--- src/rtl/wmc_pkg.sv ---
`timescale 1ns / 1ps
`default_nettype none
// ----------------------------------------------------------------------------
// wmc_pkg: shared constants and types of the warp match checker
// Widths, command codes and table geometry.
// ----------------------------------------------------------------------------
package wmc_pkg;

  localparam int MAX_IMAGE_WIDTH  = 512;
  localparam int MAX_IMAGE_HEIGHT = 512;
  localparam int COUNT_BITS       = 32;
  localparam int COL_BITS         = $clog2(MAX_IMAGE_WIDTH);
  localparam int ROW_BITS         = $clog2(MAX_IMAGE_HEIGHT);
  localparam int ADDR_BITS        = COL_BITS + ROW_BITS;
  localparam int CFG_IDX_BITS     = 3;
  localparam int CFG_DATA_BITS    = 16;

  typedef enum logic [1:0] {
    CMD_LOAD   = 2'd0,
    CMD_SPARSE = 2'd1,
    CMD_DENSE  = 2'd2,
    CMD_NONE   = 2'd3
  } cmd_t;

  localparam logic [CFG_IDX_BITS-1:0] REG_MAP_WA  = 3'd0;
  localparam logic [CFG_IDX_BITS-1:0] REG_MAP_HA  = 3'd1;
  localparam logic [CFG_IDX_BITS-1:0] REG_MAP_WB  = 3'd2;
  localparam logic [CFG_IDX_BITS-1:0] REG_MAP_HB  = 3'd3;
  localparam logic [CFG_IDX_BITS-1:0] REG_IMG_W   = 3'd4;
  localparam logic [CFG_IDX_BITS-1:0] REG_IMG_H   = 3'd5;
  localparam logic [CFG_IDX_BITS-1:0] REG_THRESH  = 3'd6;

  typedef struct packed {
    logic [1:0]         cmd;
    logic [8:0]         warp_row;
    logic [8:0]         warp_col;
    logic signed [19:0] warp_x;
    logic signed [19:0] warp_y;
    logic               warp_finite;
    logic [15:0]        point_a_x;
    logic [15:0]        point_a_y;
    logic [15:0]        point_b_x;
    logic [15:0]        point_b_y;
    logic               indices_valid;
  } in_item_t;

  typedef struct packed {
    logic        counted;
    logic        match_correct;
    logic [31:0] sparse_total_count;
    logic [31:0] sparse_correct_count;
    logic [31:0] dense_total_count;
    logic [31:0] dense_correct_count;
  } out_item_t;

  typedef struct packed {
    logic [CFG_IDX_BITS-1:0]  index;
    logic [CFG_DATA_BITS-1:0] data;
  } cfg_item_t;

endpackage

`default_nettype wire

--- src/rtl/wmc_scaler.sv ---
`timescale 1ns / 1ps
`default_nettype none
// ----------------------------------------------------------------------------
// wmc_scaler: feature-map to pixel scaling unit
// Computes min(W-1, floor((P+8)*W/(16*M))) by restoring division, one
// quotient bit a cycle, four coordinates in parallel lanes.
// ----------------------------------------------------------------------------
module wmc_scaler (
  input  wire logic        clk,
  input  wire logic        rst,
  input  wire logic        start,
  input  wire logic [15:0] p [4],
  input  wire logic [12:0] m [4],
  input  wire logic [9:0]  img [4],
  output logic             done,
  output logic [9:0]       pix [4]
);
  import wmc_pkg::*;

  // Dividend up to 65543*512 < 2^26; quotient fits in 26 bits.
  localparam int NUM_BITS = 26;
  localparam int DEN_BITS = 17;
  localparam int CNT_BITS = $clog2(NUM_BITS + 1);

  logic [NUM_BITS-1:0] num [4];
  logic [NUM_BITS-1:0] quo [4];
  logic [DEN_BITS:0]   rem [4];
  logic [DEN_BITS-1:0] den [4];
  logic [9:0]          lim [4];
  logic [CNT_BITS-1:0] cnt;
  logic                busy;

  // Run the shared step counter
  always_ff @(posedge clk) begin
    if (rst) begin
      busy <= 1'b0;
      cnt  <= '0;
      done <= 1'b0;
    end else begin
      done <= busy && !start && (cnt == CNT_BITS'(1));
      if (start) begin
        busy <= 1'b1;
        cnt  <= CNT_BITS'(NUM_BITS);
      end else if (busy) begin
        cnt <= cnt - CNT_BITS'(1);
        if (cnt == CNT_BITS'(1)) begin
          busy <= 1'b0;
        end
      end
    end
  end

  // One quotient bit per lane per cycle
  for (genvar i = 0; i < 4; i++) begin : g_lane
    logic [DEN_BITS:0] trial;
    logic [12:0]       meff;
    assign meff  = (m[i] == '0) ? 13'd1 : m[i];
    assign trial = {rem[i][DEN_BITS-1:0], num[i][NUM_BITS-1]};

    always_ff @(posedge clk) begin
      if (start) begin
        num[i] <= NUM_BITS'((27'(p[i]) + 27'd8) * 27'(img[i]));
        den[i] <= {meff, 4'b0};
        lim[i] <= img[i] - 10'd1;
        rem[i] <= '0;
        quo[i] <= '0;
      end else if (busy) begin
        num[i] <= {num[i][NUM_BITS-2:0], 1'b0};
        if (trial >= {1'b0, den[i]}) begin
          rem[i] <= trial - {1'b0, den[i]};
          quo[i] <= {quo[i][NUM_BITS-2:0], 1'b1};
        end else begin
          rem[i] <= trial;
          quo[i] <= {quo[i][NUM_BITS-2:0], 1'b0};
        end
      end
    end

    assign pix[i] = (quo[i] > NUM_BITS'(lim[i])) ? lim[i] : quo[i][9:0];
  end

endmodule

`default_nettype wire

--- config.mk ---
export PLATFORM = sky130hd
export DESIGN_NAME = wmc_scaler
export DESIGN_NICKNAME = d
export VERILOG_FILES = /design/src/rtl/wmc_pkg.sv /design/src/rtl/wmc_scaler.sv
export SDC_FILE = /design/constraint.sdc
export NUM_CORES = 2
export LEC_CHECK = 0
export BUFFER_PORTS_ARGS = -buffer_cell sky130_fd_sc_hd__buf_2
export CORE_MARGIN = 4
export CORE_UTILIZATION = 48
export DETAILED_ROUTE_END_ITERATION = 7
export GPL_ROUTABILITY_DRIVEN = 0
export GPL_TIMING_DRIVEN = 0
export PLACE_DENSITY_LB_ADDON = 0.15
export SLEW_MARGIN = 10
export SYNTH_ARGS = -nofsm -noshare
export SYNTH_HDL_FRONTEND = slang
export SYNTH_SLANG_ARGS = --single-unit
--- constraint.sdc ---
create_clock -name clk -period 8.4 [get_ports clk]
set_input_delay 1.26 -clock clk [delete_from_list [all_inputs] [get_ports clk]]
set_output_delay 1.26 -clock clk [all_outputs]
set_load 0.02 [all_outputs]
* Yosys cells after proc, flatten, opt, wreduce, memory -nomap -nowiden
Memories as Yosys holds them, arrays and structs flattened. Index checks and enable logic that the tools add are counted.
Operators by class: div/mod/pow operators 0, reductions and logical operators 9, multiply operators 4, shifts and indexed selects 0, mux-type cells 70, add/sub/neg operators 13, bitwise gates (word level) 20, order comparisons 8, equality and inequality tests 1
Operators with widths (count):
- 26-bit 2-to-1 mux | 12
- 18-bit 2-to-1 mux | 8
- 26-bit by 10-bit greater-than comparator with 1-bit output | 4
- 17-bit by 10-bit multiplier with 26-bit output | 4
- 18-bit by 17-bit greater-or-equal comparator with 1-bit output | 4
- 18-bit by 17-bit subtractor with 18-bit output | 4
- 16-bit by 4-bit adder with 17-bit output (second input constant) | 4
- 13-bit zero test | 4
- 13-bit 2-to-1 mux | 4
- 1-bit 2-to-1 mux | 40
- 10-bit 2-to-1 mux | 4
- 10-bit by 1-bit subtractor with 10-bit output (second input constant) | 4
- 1-bit bitwise OR | 20
- 5-bit 2-to-1 mux | 2
- 5-bit by 1-bit equality test with 1-bit output (second input constant) | 1
- 5-bit by 1-bit subtractor with 5-bit output (second input constant) | 1
- 1-bit logical AND | 2
- 2-bit nonzero test | 1
- 2-bit OR reduction | 1
- 1-bit zero test | 1
Storage, ports and cells: bits of input ports 159, ROM bits 0, latch bits 0, memories kept 5, output and inout port bits 41, bits in writable memories 372, logic and storage cells 134, register bits 7
Memories:
- num | words 4, bits a word 26, rd ports 4, clocked after Yosys merged registers in 0, write ports 4, RTL line wmc_scaler.sv:25 | logic [NUM_BITS-1:0] num [4];
- quo | words 4, bits a word 26, rd ports 4, clocked after Yosys merged registers in 0, write ports 4, RTL line wmc_scaler.sv:26 | logic [NUM_BITS-1:0] quo [4];
- rem | words 4, bits a word 18, rd ports 4, clocked after Yosys merged registers in 0, write ports 4, RTL line wmc_scaler.sv:27 | logic [DEN_BITS:0] rem [4];
- den | words 4, bits a word 13, rd ports 4, clocked after Yosys merged registers in 0, write ports 4, RTL line wmc_scaler.sv:28 | logic [DEN_BITS-1:0] den [4];
- lim | words 4, bits a word 10, rd ports 4, clocked after Yosys merged registers in 0, write ports 4, RTL line wmc_scaler.sv:29 | logic [9:0] lim [4];

* Longest topological paths before layout
An unclocked memory read counts as a cell.
depth in word-level cells 8, depth in mapped cells 24, depth with buffers taken out 24

* Worst setup path before layout
No wires, ideal clock.
path kind input-to-reg, from in p[19] (netlist bit), to mem num[2][21] (data pin), slack 1299 ps, setup time 261 ps, stages 22, path buffers 0, arrival time 6840 ps, cell sequence ha_1 nand3_1 nor2_1 nand4_1 xnor2_1 nand2_1 fa_1 inv_1 fa_1 fa_1 fa_1 inv_1 fa_1 inv_1 ha_1 nand4_1 or4_1 and3_1 a21boi_1 o21ai_1 mux2_1 a221o_1
RTL lines:
- from (decl) | RTL line wmc_scaler.sv:12 | input wire logic [15:0] p [4],
- to (decl) | RTL line wmc_scaler.sv:25

==> metrics.txt <==
run status completed; number of nets in the layout 5498; number of iterations in the first detailed-routing pass 7; number of enable flip-flop cells after synthesis 367; clock skew after layout 0.0215 ns; register clock-pin slew on the reported worst setup and hold paths 0.06 ns; first-pass GRT wire length 165000 um; max-cap check violation count 0; final number of max-transition violations 0; setup tns final 0 ns; post-CTS setup-driven buffer insertion count 0; wire length reported by the detailed router 101000 um; total gr overflow 0; Worst Max-Slew Pin Slew 1.18 ns; # hold bufs at CTS 0; number of DRC violations after detailed routing 0; CTS root buf sky130_fd_sc_hd__clkbuf_16; clock period minus worst slack approximately 7.7 ns; Setup crit start kind primary input; Syn. warnings 0; sequential cell area fraction in the yosys report 26.9%; Critical R2R Launch rem[3][3]; number of nets still failing antenna checks after routing 0; mean instance size in the synthesized netlist 9.67 sq um; pin count of the biggest net entering global routing 75; count of different cell masters after synthesis 78; minimum setup slack among reg-to-reg paths 4.90 ns; CP startpoint p[5]; Total Routing Usage GR between 20% and 30%; overall die area approximately 0.091 sq mm; path type of the worst setup path primary input to flip-flop; Critical Path End Type flip-flop; IR Drop Worst-Case VDD 0.000238 V; overall power after layout 13.9 mW; capturing instance or port of the critical path num[3][25]; most common library cell in the layout ignoring fill and taps sky130_fd_sc_hd__inv_1; share of layout cells above drive strength 1 6.66%; via count of the first global-routing pass 31300; Gates resized, CTS repair 0; Synth Instances ~4300; RSZ-0062 raised after global routing false; Post-synth ARST share 0%; synthesized cell area ~0.042 sq mm; x dimension of the die roughly 300 um; clock buffers created by TritonCTS 45; source-to-sink clock delay at the later pin of the worst-skew pair 0.59 ns; routed length per placed instance roughly 18 um; number of H-tree levels 2; remaining max-slew budget at the tightest pin 20.6%; CTS tree built; endpoints failing setup 0; IO Port Bufs about 170; CP max FO 10; DRT iter0 DRCs about 1700; post-DP HPWL approximately 77000 um; number of primary I/O pins 200; endpoint of the worst register-to-register path rem[3][13]; Die Ht between 300 and 400 um; post-route design area 0.0455 sq mm; filler cell count in the final layout ~7900; Worst EP arrival 8.09 ns; worst min path class flip-flop to flip-flop; site row count 107; post-place instance area ~0.044 sq mm; cell count of the worst reg-to-reg path 13; total via count in the routed design 30500; number of antenna violations at the first check in global routing 5; commonest non-fill, non-tap cells in the layout sky130_fd_sc_hd__inv_1 (592), sky130_fd_sc_hd__and2_1 (474), sky130_fd_sc_hd__fa_1 (472), sky130_fd_sc_hd__nand2_1 (462), sky130_fd_sc_hd__edfxtp_1 (367); area inside the core boundary 0.0855 sq mm; Vias per Instance 5.33; most instantiated flip-flop cell in the synthesis netlist sky130_fd_sc_hd__edfxtp_1; Hold Vio Cnt, Final 0; power density relative to cell area 305 mW/mm^2; Synthesized Nets 5271; # clock sinks 375; maximum clock rate approximately 130 MHz; initial standard-cell utilization of the core 48.6%; share of the core filled with cells 53.2%; area grow syn2layout 9.44%; endpoint required time on the critical path 8.74 ns; total leakage power 20.9 nW; maximum number of buffers from clock root to sink 3; period utilisation layout 92.2%; number of register bits inferred by synthesis between 300 and 400
[stage by stage]
stage	worst slack [ns]	std cells	hold WS (ns)
2_1_floorplan	1.30	4302	0.450
3_3_place_gp	-0.957	5620	0.465
3_5_place_dp	0.0882	5626	0.467
4_1_cts	0.706	5710	0.478
5_1_grt	0.271	5715	0.520
6_report	0.657	5716	0.481
[power by group]
group          internal [mW]  switching (mW)  total (mW)
logic                   3.91            5.17        9.08
clock network           1.12           0.839        1.96
registers               2.71           0.128        2.84
[worst min-delay path by stage]
stage	from	to	slack, ns	depth (start not counted)
final	num[2][0]	num[2][0]	0.48	2
after global routing	num[2][0]	num[2][0]	0.52	2
after CTS	num[2][0]	num[2][0]	0.48	2
after detailed placement	num[2][0]	num[2][0]	0.47	2
after global placement	num[2][0]	num[2][0]	0.47	2
after floorplan	num[2][0]	num[2][0]	0.45	2
[registers in the layout, summed over array words and instances (netlist names)]
register and flops:
lim 40, num 104, done 1, den 52, rem 68, busy 1
quo 104, cnt 5
[kinds of logic after synthesis]
logic type / synth area share, %
adder cells (fa/ha/maj): 32.9
multiplexers: 1.66
buffers and inverters: 7.31
XOR/XNOR: 4.00
AO/OA/AOI/OAI: 8.19
flip-flops: 26.9
AND/OR/NAND/NOR: 19.1
[worst max-delay path, stage by stage]
cell	delay (ns)
sky130_fd_sc_hd__buf_2	0.12
sky130_fd_sc_hd__and4_1	0.24
sky130_fd_sc_hd__and2_1	0.15
sky130_fd_sc_hd__nand3_1	0.11
sky130_fd_sc_hd__nor2_1	0.17
sky130_fd_sc_hd__nand2_1	0.09
sky130_fd_sc_hd__xnor2_1	0.70
sky130_fd_sc_hd__nand2_1	0.18
sky130_fd_sc_hd__fa_1	0.56
sky130_fd_sc_hd__inv_1	0.05
sky130_fd_sc_hd__fa_1	0.51
sky130_fd_sc_hd__fa_1	0.51
sky130_fd_sc_hd__fa_1	0.49
sky130_fd_sc_hd__inv_1	0.05
sky130_fd_sc_hd__fa_1	0.48
sky130_fd_sc_hd__inv_1	0.04
sky130_fd_sc_hd__ha_1	0.39
sky130_fd_sc_hd__and4_1	0.28
sky130_fd_sc_hd__nand4_1	0.12
sky130_fd_sc_hd__nor3_1	0.30
sky130_fd_sc_hd__nor3b_1	0.12
sky130_fd_sc_hd__o31a_1	0.37
sky130_fd_sc_hd__o211ai_1	0.27
sky130_fd_sc_hd__mux2i_1	0.11
sky130_fd_sc_hd__nor4_1	0.41
[layout make-up]
class | count | area (sq um) | area share [%]
multi-input cells | 3122 | 27400 | 60.1
well taps | 1144 | 1430 | 3.14
plain buffers | 213 | 821 | 1.80
clock buffers | 56 | 1170 | 2.56
inverters | 592 | 2220 | 4.88
flip-flops and latches | 375 | 11200 | 24.6
repair buffers | 180 | 1030 | 2.26
clock inverters | 28 | 280 | 0.616
diodes | 6 | 15.0 | 0.0330
[layer usage]
| metal | part of all wire (%) | track usage (%) |
|---|---|---|
| met1 | 46 | 31.2 |
| met2 | 48 | 37.9 |
| met5 | 0 | 0 |
| met3 | 3.8 | 2.40 |
| met4 | 2.3 | 5.18 |
[synthesized netlist by cell type, drive strengths merged (31+ instances only)]
library cell | n | area share [%]
edfxtp | 367 | 26
a211oi | 33 | 0.64
and2 | 474 | 7.1
clkbuf | 201 | 1.8
o211ai | 31 | 0.56
nor4 | 42 | 0.68
nor3 | 60 | 0.72
o21a | 39 | 0.70
ha | 338 | 10
xnor2 | 113 | 2.4
a21oi | 147 | 1.8
nor2b | 42 | 0.63
o21ai | 114 | 1.4
nand2 | 462 | 4.2
xor2 | 77 | 1.6
a21o | 49 | 0.88
nand4 | 34 | 0.53
inv | 592 | 5.3
fa | 472 | 23
nand3 | 71 | 0.85
nor2 | 202 | 1.8
mux2i | 42 | 1.0
No activity file was read; power rests on OpenSTA's default activity.
